File: config.mk
export PLATFORM = sky130hd
export DESIGN_NAME = vde_ctrl
export DESIGN_NICKNAME = d
export VERILOG_FILES = /design/src/rtl/core/vector_distance_engine_unit_assert.svh /design/src/rtl/core/vde_pkg.sv /design/src/rtl/core/vde_ctrl.sv
export SDC_FILE = /design/constraint.sdc
export NUM_CORES = 1
export LEC_CHECK = 0
export BUFFER_PORTS_ARGS = -buffer_cell sky130_fd_sc_hd__buf_2
export CORE_UTILIZATION = 45
export DETAILED_ROUTE_END_ITERATION = 10
export GPL_ROUTABILITY_DRIVEN = 1
export GPL_TIMING_DRIVEN = 0
export PLACE_DENSITY = 0.73
export SETUP_SLACK_MARGIN = 0.15
export SYNTH_ARGS = -nofsm -noshare
export SYNTH_HDL_FRONTEND = slang
export SYNTH_SLANG_ARGS = --single-unit
File: constraint.sdc
create_clock -name i_clk -period 2.5 [get_ports i_clk]
set_clock_uncertainty 0.2 [all_clocks]
set_input_delay 0 -clock i_clk [delete_from_list [all_inputs] [get_ports i_clk]]
set_output_delay 0 -clock i_clk [all_outputs]
set_load 0.03 [all_outputs]
File: src/rtl/core/vector_distance_engine_unit_assert.svh
// assertion macros for the vector distance engine
`ifndef VECTOR_DISTANCE_ENGINE_UNIT_ASSERT_SVH
`define VECTOR_DISTANCE_ENGINE_UNIT_ASSERT_SVH

// same-cycle implication, held off during reset
`define VDE_ASSERT_IMP(lbl, clk, rst_n, ante, cons) \
    lbl: assert property (@(posedge clk) disable iff (!rst_n) (ante) |-> (cons)) \
        else $error("vector distance engine: same-cycle check failed");

// next-cycle implication, held off during reset
`define VDE_ASSERT_NXT(lbl, clk, rst_n, ante, cons) \
    lbl: assert property (@(posedge clk) disable iff (!rst_n) (ante) |=> (cons)) \
        else $error("vector distance engine: next-cycle check failed");

`endif

File: src/rtl/core/vde_pkg.sv
// shared types, constants and helpers of the vector distance engine
package vde_pkg;

    localparam int ELEM_W    = 16;
    localparam int DIFF_W    = ELEM_W + 1;
    localparam int PROD_W    = 2 * ELEM_W;
    localparam int DOT_W     = 44;
    localparam int NORM_W    = 43;
    localparam int DSQ_W     = 45;
    localparam int ABS_W     = 29;
    localparam int DIST_W    = 32;
    localparam int WIDE_W    = 36;
    localparam int METRIC_W  = 2;
    localparam int ROOT_IN_W = 64;
    localparam int ROOT_W    = 32;
    localparam int REM_W     = 34;
    localparam int ROOT_CNT_W = 5;
    localparam int E_W       = 6;
    localparam int E_MAX     = 60;
    localparam int NORM_TOP  = 4;
    localparam int SQ_W      = 31;
    localparam int QUO_W     = 34;
    localparam int DIV_CNT_W = 7;
    localparam int K_BIAS    = 15;
    localparam int PRE_SHIFT = 12;
    localparam int EUC_SHIFT = 4;
    localparam int MAN_SHIFT = 2;

    localparam logic signed [WIDE_W-1:0] ONE_Q16_W = 36'sd65536;
    localparam logic signed [DIST_W-1:0] ONE_Q16   = 32'sd65536;
    localparam logic signed [DIST_W-1:0] DIST_MAX  = 32'sh7fff_ffff;
    localparam logic signed [DIST_W-1:0] DIST_MIN  = 32'sh8000_0000;

    typedef enum logic [METRIC_W-1:0] {
        M_EUCLID    = 2'd0,
        M_PRENORM   = 2'd1,
        M_MANHATTAN = 2'd2,
        M_COSINE    = 2'd3
    } t_metric;

    typedef enum logic [1:0] {
        SRC_DIFF   = 2'd0,
        SRC_NORM_A = 2'd1,
        SRC_NORM_B = 2'd2
    } t_root_src;

    typedef struct packed {
        logic signed [ELEM_W-1:0] a_elem;
        logic signed [ELEM_W-1:0] b_elem;
        logic                     has_pair;
        logic                     last;
    } t_vde_in;

    typedef struct packed {
        logic signed [DIST_W-1:0] distance;
        logic                     degenerate;
    } t_vde_out;

    typedef struct packed {
        logic      take;
        logic      root_start;
        t_root_src root_src;
        logic      root_norm;
        logic      cap_sa;
        logic      cap_sb;
        logic      mul;
        logic      div_start;
        logic      out_load;
    } t_vde_cmd;

    typedef struct packed {
        t_metric metric;
        logic    empty;
        logic    zero_norm;
        logic    root_busy;
        logic    root_done;
        logic    div_busy;
        logic    div_done;
        logic    out_busy;
    } t_vde_sts;

    function automatic logic signed [DIST_W-1:0] sat32(input logic signed [WIDE_W-1:0] v);
        logic signed [DIST_W-1:0] res;
        if ((&v[WIDE_W-1:DIST_W-1]) || !(|v[WIDE_W-1:DIST_W-1])) begin
            res = v[DIST_W-1:0];
        end else if (v[WIDE_W-1]) begin
            res = DIST_MIN;
        end else begin
            res = DIST_MAX;
        end
        return res;
    endfunction

endpackage

File: src/rtl/core/vde_ctrl.sv
// sequencer: accumulation, finishing steps per metric, result hand-off
module vde_ctrl (
    input  logic                 i_clk,
    input  logic                 i_rst_n,
    input  logic                 i_in_valid,
    input  logic                 i_in_last,
    input  vde_pkg::t_vde_sts    i_sts,
    output vde_pkg::t_vde_cmd    o_cmd,
    output logic                 o_in_stall
);
    import vde_pkg::*;

    typedef enum logic [9:0] {
        S_ACC   = 10'b00_0000_0001,
        S_DRAIN = 10'b00_0000_0010,
        S_PICK  = 10'b00_0000_0100,
        S_EU    = 10'b00_0000_1000,
        S_RA    = 10'b00_0001_0000,
        S_RB    = 10'b00_0010_0000,
        S_MUL   = 10'b00_0100_0000,
        S_DIVS  = 10'b00_1000_0000,
        S_DIV   = 10'b01_0000_0000,
        S_OUT   = 10'b10_0000_0000
    } t_state;

    t_state   r_state, n_state;
    t_vde_cmd w_cmd;

    always_comb begin
        n_state = r_state;
        w_cmd   = '0;
        unique case (r_state)
            S_ACC: begin
                if (i_in_valid) begin
                    w_cmd.take = 1'b1;
                    if (i_in_last) begin
                        n_state = S_DRAIN;
                    end
                end
            end
            S_DRAIN: begin
                n_state = S_PICK;
            end
            S_PICK: begin
                if (i_sts.empty) begin
                    n_state = S_OUT;
                end else begin
                    unique case (i_sts.metric)
                        M_EUCLID: begin
                            w_cmd.root_start = 1'b1;
                            w_cmd.root_src   = SRC_DIFF;
                            n_state          = S_EU;
                        end
                        M_PRENORM, M_MANHATTAN: begin
                            n_state = S_OUT;
                        end
                        M_COSINE: begin
                            if (i_sts.zero_norm) begin
                                n_state = S_OUT;
                            end else begin
                                w_cmd.root_start = 1'b1;
                                w_cmd.root_src   = SRC_NORM_A;
                                w_cmd.root_norm  = 1'b1;
                                n_state          = S_RA;
                            end
                        end
                    endcase
                end
            end
            S_EU: begin
                if (i_sts.root_done) begin
                    n_state = S_OUT;
                end
            end
            S_RA: begin
                if (i_sts.root_done) begin
                    w_cmd.cap_sa     = 1'b1;
                    w_cmd.root_start = 1'b1;
                    w_cmd.root_src   = SRC_NORM_B;
                    w_cmd.root_norm  = 1'b1;
                    n_state          = S_RB;
                end
            end
            S_RB: begin
                if (i_sts.root_done) begin
                    w_cmd.cap_sb = 1'b1;
                    n_state      = S_MUL;
                end
            end
            S_MUL: begin
                w_cmd.mul = 1'b1;
                n_state   = S_DIVS;
            end
            S_DIVS: begin
                w_cmd.div_start = 1'b1;
                n_state         = S_DIV;
            end
            S_DIV: begin
                if (i_sts.div_done) begin
                    n_state = S_OUT;
                end
            end
            S_OUT: begin
                if (!i_sts.out_busy) begin
                    w_cmd.out_load = 1'b1;
                    n_state        = S_ACC;
                end
            end
            default: begin
                n_state = S_ACC;
            end
        endcase
    end

    always_ff @(posedge i_clk) begin
        if (!i_rst_n) begin
            r_state <= S_ACC;
        end else begin
            r_state <= n_state;
        end
    end

    assign o_cmd      = w_cmd;
    assign o_in_stall = (r_state != S_ACC);

endmodule

# Yosys cells after proc, flatten, opt, wreduce, memory -nomap -nowiden
# Index checks and enable logic that the tools add are counted.
# W data, S select, Z words.
[word_totals]
output_inout_bits = 11
inputBits = 13
wordCells = 51
reg_bits = 10
[classes]
reduce_logical = 3
n_mux = 26
n_eq_ne = 21
[ops]
columns = ["operator", "count"]
rows = [
  ["$pmux W10 S10", 1],
  ["$mux W10", 9],
  ["$pmux W10 S3", 1],
  ["$ne A2 B2 Y1 const B", 7],
  ["$eq A10 B1 Y1 const B", 1],
  ["$eq A10 B10 Y1 const B", 1],
  ["$eq A10 B2 Y1 const B", 1],
  ["$eq A10 B3 Y1 const B", 1],
  ["$eq A10 B4 Y1 const B", 1],
  ["$eq A10 B5 Y1 const B", 1],
  ["$eq A10 B6 Y1 const B", 1],
  ["$eq A10 B7 Y1 const B", 1],
  ["$eq A10 B8 Y1 const B", 1],
  ["$eq A10 B9 Y1 const B", 1],
  ["$mux W1", 10],
  ["$ne A10 B1 Y1 const B", 1],
  ["$mux W4", 2],
  ["$pmux W4 S2", 1],
  ["$reduce_and A7 Y1", 1],
  ["$pmux W3 S2", 1],
  ["$mux W5", 1],
  ["$eq A2 B2 Y1 const B", 2],
  ["$eq A2 B1 Y1 const B", 1],
  ["$logic_not A2 Y1", 1],
  ["$reduce_or A2 Y1", 1],
]

# Logic depth before layout (Yosys ltp)
# Gate-level depths: netlist of the first run.
[depth]
ltp_word = 5
depth_mapped = 7

# Worst setup path after synthesis of the first run
# Ideal clock, no wire load.
[synth_path]
kind = "register to output"
from = "reg r_state[6]"
to = "out o_cmd[8] (netlist name)"
path_stages_with_launch = 5
slack_ps = -159
t_required_ps = 2300
arrival_ps = 2459
cell_sequence = "dfxtp_1 buf_6 or4_4 or4_1 o41ai_1"
[synth_rtl]
columns = ["element", "line_no", "rtl"]
rows = [
  ["start: declaration", "vde_ctrl.sv:26", "t_state r_state, n_state;"],
  ["start signal: assignment", "vde_ctrl.sv:119", "r_state <= n_state;"],
  ["end: declaration", "vde_ctrl.sv:8", "output vde_pkg::t_vde_cmd o_cmd,"],
]

==> impl_metrics.toml, run 1 <==
[status]
status = "finished, final reports clean"

[yosys]
syn_inst = 92
synth_top_area_share_pct = 26.4
syn_area_um2 = 757
synth-edff-count = 0
synth-simple-area-share_pct = 42.8
synth_compound_area_share_pct = 17.4
avgSynthCellArea_um2 = 8.23
async_reset_ff_share_pct = 0
synthAdderAreaFrac_pct = 3.31
synth_top_family_by_area = "simple AND/OR/NAND/NOR gates"
synth_warnings = 0
synth-xor-area-share_pct = 4.63
yosysMostFrequentCell = "dfxtp_1"
yosysSeqAreaShare_pct = 26.4
synth_top_cells_by_count = "dfxtp_1, a21oi_1, inv_1, nand2_1, nor3_1"
synth_flop_cell = "dfxtp_1"
ys_ff_latch = 10
synthMuxAreaShare_pct = 0
synthTopCellsByArea = "dfxtp_1, or4_1, xnor2_1, a21oi_1, ha_1"
synth_area_leader_cell = "dfxtp_1"
synth_cell_type_count = 41
synth_fp_nets = 107

[drt]
antenna_left = 0
initialDrtViolationCount = 34
wl_per_cell_um = 13.9
dr_total_vias = 830
remaining_drc_errors = 0
dr.pass1.iters = 4
vias_per_cell = 5.85
totalWireLength_um = 1980

[die]
fp.dieH_um = 43.0
start_util_pct = 49.1
die_area_mm2 = 0.00185
rows = 14
die-width_um = 43.0
io_pins = 24
core_mm2 = 0.00154

[clocking]
cts_tree = "yes"
insertion_delay_ps = 270
htree_levels = 1
clockBufferDepth = 2
path_clk_slew_ps = 70
root_buffer = "clkbuf_4"
clock-sinks = 10
cts_buffers = 3

[global_routing]
gr-total-overflow = 0
grt_max_degree = 10
grt_pass1_vias = 775
grt_first_pass_wirelength_um = 3350
grt_antenna_before_repair = 0
track_usage_pct = 24.1

[pwr]
clkPwrFrac_pct = 18.7
power.density_mw_per_mm2 = 710
p_int_uw = 457
pwr-share-seq_pct = 29.5
power_switching_uw = 329
ir_drop_mv = 0.766
leakagePower_uw = 0.000469
swShare_pct = 41.9
p_comb_share_pct = 51.8

[timing]
slew_violations = 0
worst_pin_slew_ps = 372
hold_viol = 0
fin_hold_ws_ps = 76.3
fin_crit_sh_pct = 96.8
final-setup-viol-count = 0
finalCriticalPeriod_ps = 2420
relSlewSlack_pct = 75.1
max_freq_mhz = 413
rsz0062_at_grt = "yes"

[finish]
finalInstanceArea_mm2 = 0.00111
top_regs = "r_state x10"
largest_reg_flops = 10
regMostFlops = "r_state"
fin_nets = 142
drive_above_1_share_pct = 41.3
diodes = 0
area_growth_pct = 46.3

[place]
place_hpwl_um = 1400
io_buffers = 21
place_congestion = 0.896
place_area_um2 = 912

[run]
max_cap_violations = 0

[hold_path]
min_path_type = "primary input to flop"

[worst_setup_path]
rrSetupSlack_ps = 180
crit_path_cell_trace = "buf_6 > or4_4 > or3_4 > or3_4 > inv_4 > or2_1 > buf_6"
crit_path_top_delay_cell = "or4_4"
crit_type = "flop to output pin"
worstPathArrival_ps = 2220
worstSetupEndpoint = "o_cmd[5]"
rr_startpoint = "r_state[6]"
crit_start = "r_state[6]"
crit_fanout = 4
cp-start-kind = "flop"
ff2ff_path_depth = 7
r2r_end = "r_state[8]"
cp.required_ps = 2300
critPathCaptureType = "output pin"
critPathMaxStageDelay_ps = 470
==> cells by family after synthesis <==
| group | count (synthesis) |
|---|---|
| and+or+nand+nor | 48 |
| DFF | 10 |
| xor gates and xnor gates | 4 |
| AOI/OAI and AO/OA | 20 |
| buffers and inverters | 8 |
| adders and majority gates | 2 |
==> worst max-delay path, delay by kind of cell, from the launching register on <==
kind,cells,cell delay (ps)
simple gates,4,1320
buf+inv,3,310
flops,1,320
==> layout make-up <==
class,instances,area [µm²]
multi-input cells,74,588
fillers,123,434
repair buffers,30,211
flip-flops and latches,10,204
clock buffers,4,36.3
inverters,6,25.0
plain buffers,2,22.5
well taps,16,20.0
==> metal layers <==
layer  share of wire, %  global-route usage, %
met5                  0                      0
met4               0.51                   6.67
met3                6.7                   8.09
met2                 49                   39.1
met1                 44                   30.5
==> placed cells by master, fill, tap and decap left out, drive strengths merged, types with 3 or more instances in the layout <==
cell type,n
inv,6
o21ai,5
or3,4
clkbuf,4
nand2,5
nor3,7
dfxtp,10
buf,26
and2,3
xnor2,3
nor4,4
nor2,3
or4,5
nor3b,4
a21oi,5
dlygate4sd3,6
==> what timing repair did <==
item                                    CTS  global route
setup buffers                             1             2
resized for setup                        11            12
pin swaps                                 3             3
endpoints found under the hold margin     7             0
endpoints found under the setup margin    7            12
hold buffers                              6             0
==> through the flow <==
stage	util (%)	setup slack (ps)	instances	TNS, ps	power (µW)
2_1_floorplan	-	178	92	0	482
3_3_place_gp	59.2	227	129	0	564
3_5_place_dp	59.2	191	129	0	568
4_1_cts	67.9	45.0	140	0	731
5_1_grt	71.8	-0.179	142	-0.179	843
6_report	71.8	80.9	142	0	786
==> worst min path at each step <==
stage          startpoint    endpoint  slack, ps  cells past startpoint
2_1_floorplan    i_sts[6]    o_cmd[6]       -150                      1
3_3_place_gp      i_rst_n  r_state[0]         30                      2
3_5_place_dp      i_rst_n  r_state[8]         40                      2
4_1_cts          i_sts[8]  r_state[4]         70                      6
5_1_grt          i_sts[8]  r_state[4]        100                      6
6_report         i_sts[8]  r_state[4]         80                      6
==> power by group through the flow <==
stage / sequential, µW / combinational [µW] / clock [µW]
final: 232 / 407 / 147
after global placement: 226 / 338 / 0
after floorplan: 214 / 268 / 0
after CTS: 224 / 357 / 150
after detailed placement: 225 / 343 / 0
after global routing: 240 / 442 / 161
Note: power is estimated with default switching activity, not from simulation.
==> run 2: changes to the inputs <==
- PLACE_DENSITY: 0.73 -> not set
- PLACE_DENSITY_LB_ADDON: not set -> 0.2
==> run 2 against run 1 <==
  * Total power increased by 1.2%
  * Global-route usage decreased by 0.92 points
  * Register-to-register slack about the same
  * Clock power increased by 3%
  * Setup slack got worse by 8.4 ps
  * Final cell count increased by 2.1%
  * Via count increased by 1.7%
  * Utilization increased by 1.1 points
  * Count of clock-buffer cells in the layout unchanged
  * Die area unchanged
  * Flip-flop and latch count unchanged
  * Highest routed layer unchanged
==> impl_metrics.toml, run 2 (synthesis gave the netlist of run 1 again) <==
[finish]
fin_util_pct = 72.9
final_common_cell = "buf_2"
fin_nets = 145
top_regs = "r_state x10"
layout_common_cells = "buf_2, buf_4, dfxtp_1, dlygate4sd3_1"
diodes = 0
regMostFlops = "r_state"
drive_above_1_share_pct = 41.9
area_growth_pct = 48.4
largest_reg_flops = 10

[drt]
antenna_left = 0
wl_per_cell_um = 14.8
totalWireLength_um = 2150
vias_per_cell = 5.82
dr.pass1.iters = 4
dr_total_vias = 844
initialDrtViolationCount = 35
remaining_drc_errors = 0

[worst_setup_path]
cp.required_ps = 2300
crit_type = "flop to output pin"
cp-start-kind = "flop"
critPathCaptureType = "output pin"
worstPathArrival_ps = 2230
crit_fanout = 8

[die]
fp.dieH_um = 43.0
start_util_pct = 49.1
die-width_um = 43.0
core_mm2 = 0.00154
io_pins = 24
rows = 14
die_area_mm2 = 0.00185

[timing]
max_freq_mhz = 412
fin_crit_sh_pct = 97.1
hold_viol = 0
slew_violations = 0
relSlewSlack_pct = 73.7
rsz0062_at_grt = "yes"
fin_hold_ws_ps = 56.1
worst_pin_slew_ps = 392
finalCriticalPeriod_ps = 2430
final-setup-viol-count = 0

[global_routing]
grt_max_degree = 10
grt_antenna_before_repair = 0
grt_first_pass_wirelength_um = 3170
gr-total-overflow = 0
grt_pass1_vias = 737
track_usage_pct = 23.2

[clocking]
cts_buffers = 3
cts_tree = "yes"
htree_levels = 1
path_clk_slew_ps = 70
insertion_delay_ps = 280
root_buffer = "clkbuf_4"
clock-sinks = 10
clockBufferDepth = 2

[hold_path]
min_path_type = "primary input to flop"

[place]
place_congestion = 0.863
io_buffers = 21
place_hpwl_um = 1420

[pwr]
power.density_mw_per_mm2 = 708
leakagePower_uw = 0.000490
ir_drop_mv = 0.870

[run]
max_cap_violations = 0

[status]
status = "finished, final reports clean"
-- run 2: through the flow --
| step | instance area, µm² | total power, µW | cells | TNS, ps | setup WS [ps] |
|---|---|---|---|---|---|
| final | 1120 | 795 | 145 | 0 | 72.5 |
| after global routing | 1120 | 840 | 145 | -1.34 | -1.34 |
| after CTS | 1050 | 748 | 141 | 0 | 84.0 |
| after detailed placement | 912 | 574 | 129 | 0 | 214 |
| after global placement | 912 | 563 | 129 | 0 | 232 |
| after floorplan | 787 | 482 | 92 | 0 | 178 |
-- run 2: report_power, final --
group	switching [µW]	internal, µW	leakage (µW)	total, µW
clock	63.6	88.7	0.0000210	152
combinational	231	179	0.000387	410
sequential	47.7	185	0.0000818	233
-- run 2: final timing paths --
kind / startpoint / end / slack (ps) / depth (start not counted)
worst max-delay path: r_state[0] / o_cmd[5] / 70 / 6
worst min register to register: r_state[5] / r_state[5] / 380 / 2
worst min-delay path: i_sts[8] / r_state[4] / 60 / 6
worst max register to register: r_state[0] / r_state[2] / 180 / 6
-- run 2: area by class of cell --
| cell class | count | area, µm² |
|---|---|---|
| Buffer | 2 | 22.5 |
| Fill cell | 115 | 418 |
| Inverter | 6 | 25.0 |
| Timing Repair Buffer | 33 | 234 |
| Sequential cell | 10 | 204 |
| Multi-Input combinational cell | 74 | 582 |
| Tap cell | 16 | 20.0 |
| Clock buffer | 4 | 36.3 |
-- run 2: worst max-delay path: stages, from the launching register on --
cell and delay (ps):
dfxtp_2 360, or4_4 540, or3_4 370, or3_4 370
inv_4 70, or2_1 110, buf_6 130
-- run 2: timing repair --
action | in CTS | in global routing
gates resized for setup | 10 | 12
setup endpoints to repair | 7 | 9
buffers inserted | 2 | 4
gates cloned | 0 | 0
hold endpoints to repair | 7 | 0
pin swaps | 1 | 3
hold buffers | 6 | 0
-- run 2: per-layer routing --
metal | vias to the layer above | GRT usage, % | part of all wire, % | wire, µm
li1 | 431 | - | - | -
met1 | 385 | 30.1 | 45 | 965
met2 | 24 | 37.3 | 49 | 1060
met3 | 4 | 6.38 | 4.8 | 102
met4 | 0 | 7.27 | 0.98 | 21
met5 | - | 0 | 0 | 0
==> run 3: changes to the inputs <==
- CORE_UTILIZATION: 45 -> 49
==> run 3 against run 2 <==
  * Final cell count is 2.8% lower
  * Die area is 7.8% lower
  * Sequential share of layout area is 0.99 points higher
  * Count of clock-buffer cells in the layout is 1 lower
  * Routed wire length is 3.0% lower
  * Combinational power hardly changed
  * Fmax is 0.69% higher
  * Hold slack better by 16 ps
  * Setup slack better by 17 ps
  * Global-route usage is 3.8 points higher
  * Largest cell class unchanged
  * Largest power group unchanged
==> impl_metrics.toml, run 3 (synthesis gave the netlist of run 1 again) <==
[die]
core_mm2 = 0.00137
fp.dieH_um = 41.3
io_pins = 24
die-width_um = 41.3
rows = 13
start_util_pct = 55.4
die_area_mm2 = 0.00171

[timing]
finalCriticalPeriod_ps = 2410
slew_violations = 0
rsz0062_at_grt = "yes"
max_freq_mhz = 415
fin_crit_sh_pct = 96.4
fin_hold_ws_ps = 72.5
worst_pin_slew_ps = 483
setup-tns-final_ps = 0
hold_viol = 0
relSlewSlack_pct = 67.6
final-setup-viol-count = 0

[clocking]
cts_tree = "yes"
clockBufferDepth = 2
path_clk_slew_ps = 70
clock-sinks = 10
cts_buffers = 3
insertion_delay_ps = 270
root_buffer = "clkbuf_4"
htree_levels = 1

[finish]
fin_util_pct = 78.9
fin_nets = 143
num-fill-cells = 90
layout_common_cells = "buf_2, buf_4, dfxtp_1, dlygate4sd3_1"
top_regs = "r_state x10"
regMostFlops = "r_state"
diodes = 0
final_common_cell = "buf_2"
seqCellArea_um2 = 206
area_growth_pct = 42.5
multi_input_area_um2 = 577
largest_reg_flops = 10
drive_above_1_share_pct = 39.7

[global_routing]
gr-total-overflow = 0
use_met3_pct = 7.98
busiest_layer = "met2"
grt_antenna_before_repair = 0
grt_first_pass_wirelength_um = 2960
gr-usage-met1_pct = 36.0
track_usage_pct = 27.0
use_met2_pct = 42.2
grt_max_degree = 10
grt_pass1_vias = 701

[drt]
dr.pass1.iters = 4
wl_per_cell_um = 14.8
dr_total_vias = 857
totalWireLength_um = 2080
antenna_left = 0
remaining_drc_errors = 0
initialDrtViolationCount = 28
vias_per_cell = 6.08

[worst_setup_path]
worstPathArrival_ps = 2210
ff2ff_path_depth = 6
crit_type = "flop to output pin"
critPathCaptureType = "output pin"
cp.required_ps = 2300
crit_fanout = 4
rr_startpoint = "r_state[0]"
cp-start-kind = "flop"
crit_start = "r_state[0]"

[pwr]
leakagePower_uw = 0.000470
power.density_mw_per_mm2 = 695
ir_drop_mv = 0.619

[hold_path]
min_path_type = "primary input to flop"
min_from = "i_sts[8]"
hold_depth = 6

[place]
place_hpwl_um = 1320
io_buffers = 21
place_congestion = 0.859

[status]
status = "finished, final reports clean"

[run]
max_cap_violations = 0
[run 3: cell types whose count changed in the layout (fill, tap and decap cells not counted), sizes merged]
cell and change:
buf -2, clkbuf -1
[run 3: power breakdown]
part / total (µW) / switching [µW] / internal [µW]
sequential: 226 / 39.4 / 187
combinational: 411 / 235 / 176
clock: 113 / 56.9 / 55.7
[run 3: routing by layer]
layer	vias up	wire length (µm)
met3	4	136
met1	394	953
met2	36	967
li1	423	-
met4	0	23
met5	-	0
[run 3: path summary, 6_finish.rpt]
| kind | slack (ps) | to |
|---|---|---|
| worst max register to register | 160 | r_state[2] |
| worst min register to register | 370 | r_state[5] |
| worst max-delay path | 90 | o_cmd[5] |
| worst min-delay path | 70 | r_state[4] |
[run 3: area by class of cell]
cell class / instances / area share, %
flip-flops and latches: 10 / 19.1
multi-input cells: 74 / 53.5
clock buffers: 3 / 2.09
repair buffers: 31 / 19.7
well taps: 15 / 1.74
plain buffers: 2 / 1.74
inverters: 6 / 2.09
[run 3: worst max-delay path: stages (launching register included)]
cell and delay, ps:
dfxtp_4 360, or4_4 530, or3_4 360, or3_4 400
inv_2 70, or2_1 110, buf_6 130
[run 3: what timing repair did]
item,CTS,global route
endpoints found under the setup margin,7,13
resized for setup,13,4
hold buffers,6,0
buffers inserted,4,0
pin swaps,3,2
hold endpoints to repair,7,0
[run 3: per-stage QoR]
stage	cells	cell area (µm²)	setup WS, ps	total power (µW)
2_1_floorplan	92	787	178	482
3_3_place_gp	128	911	247	561
3_5_place_dp	128	911	247	567
4_1_cts	141	1060	84.2	720
5_1_grt	141	1080	17.4	796
6_report	141	1080	89.2	750
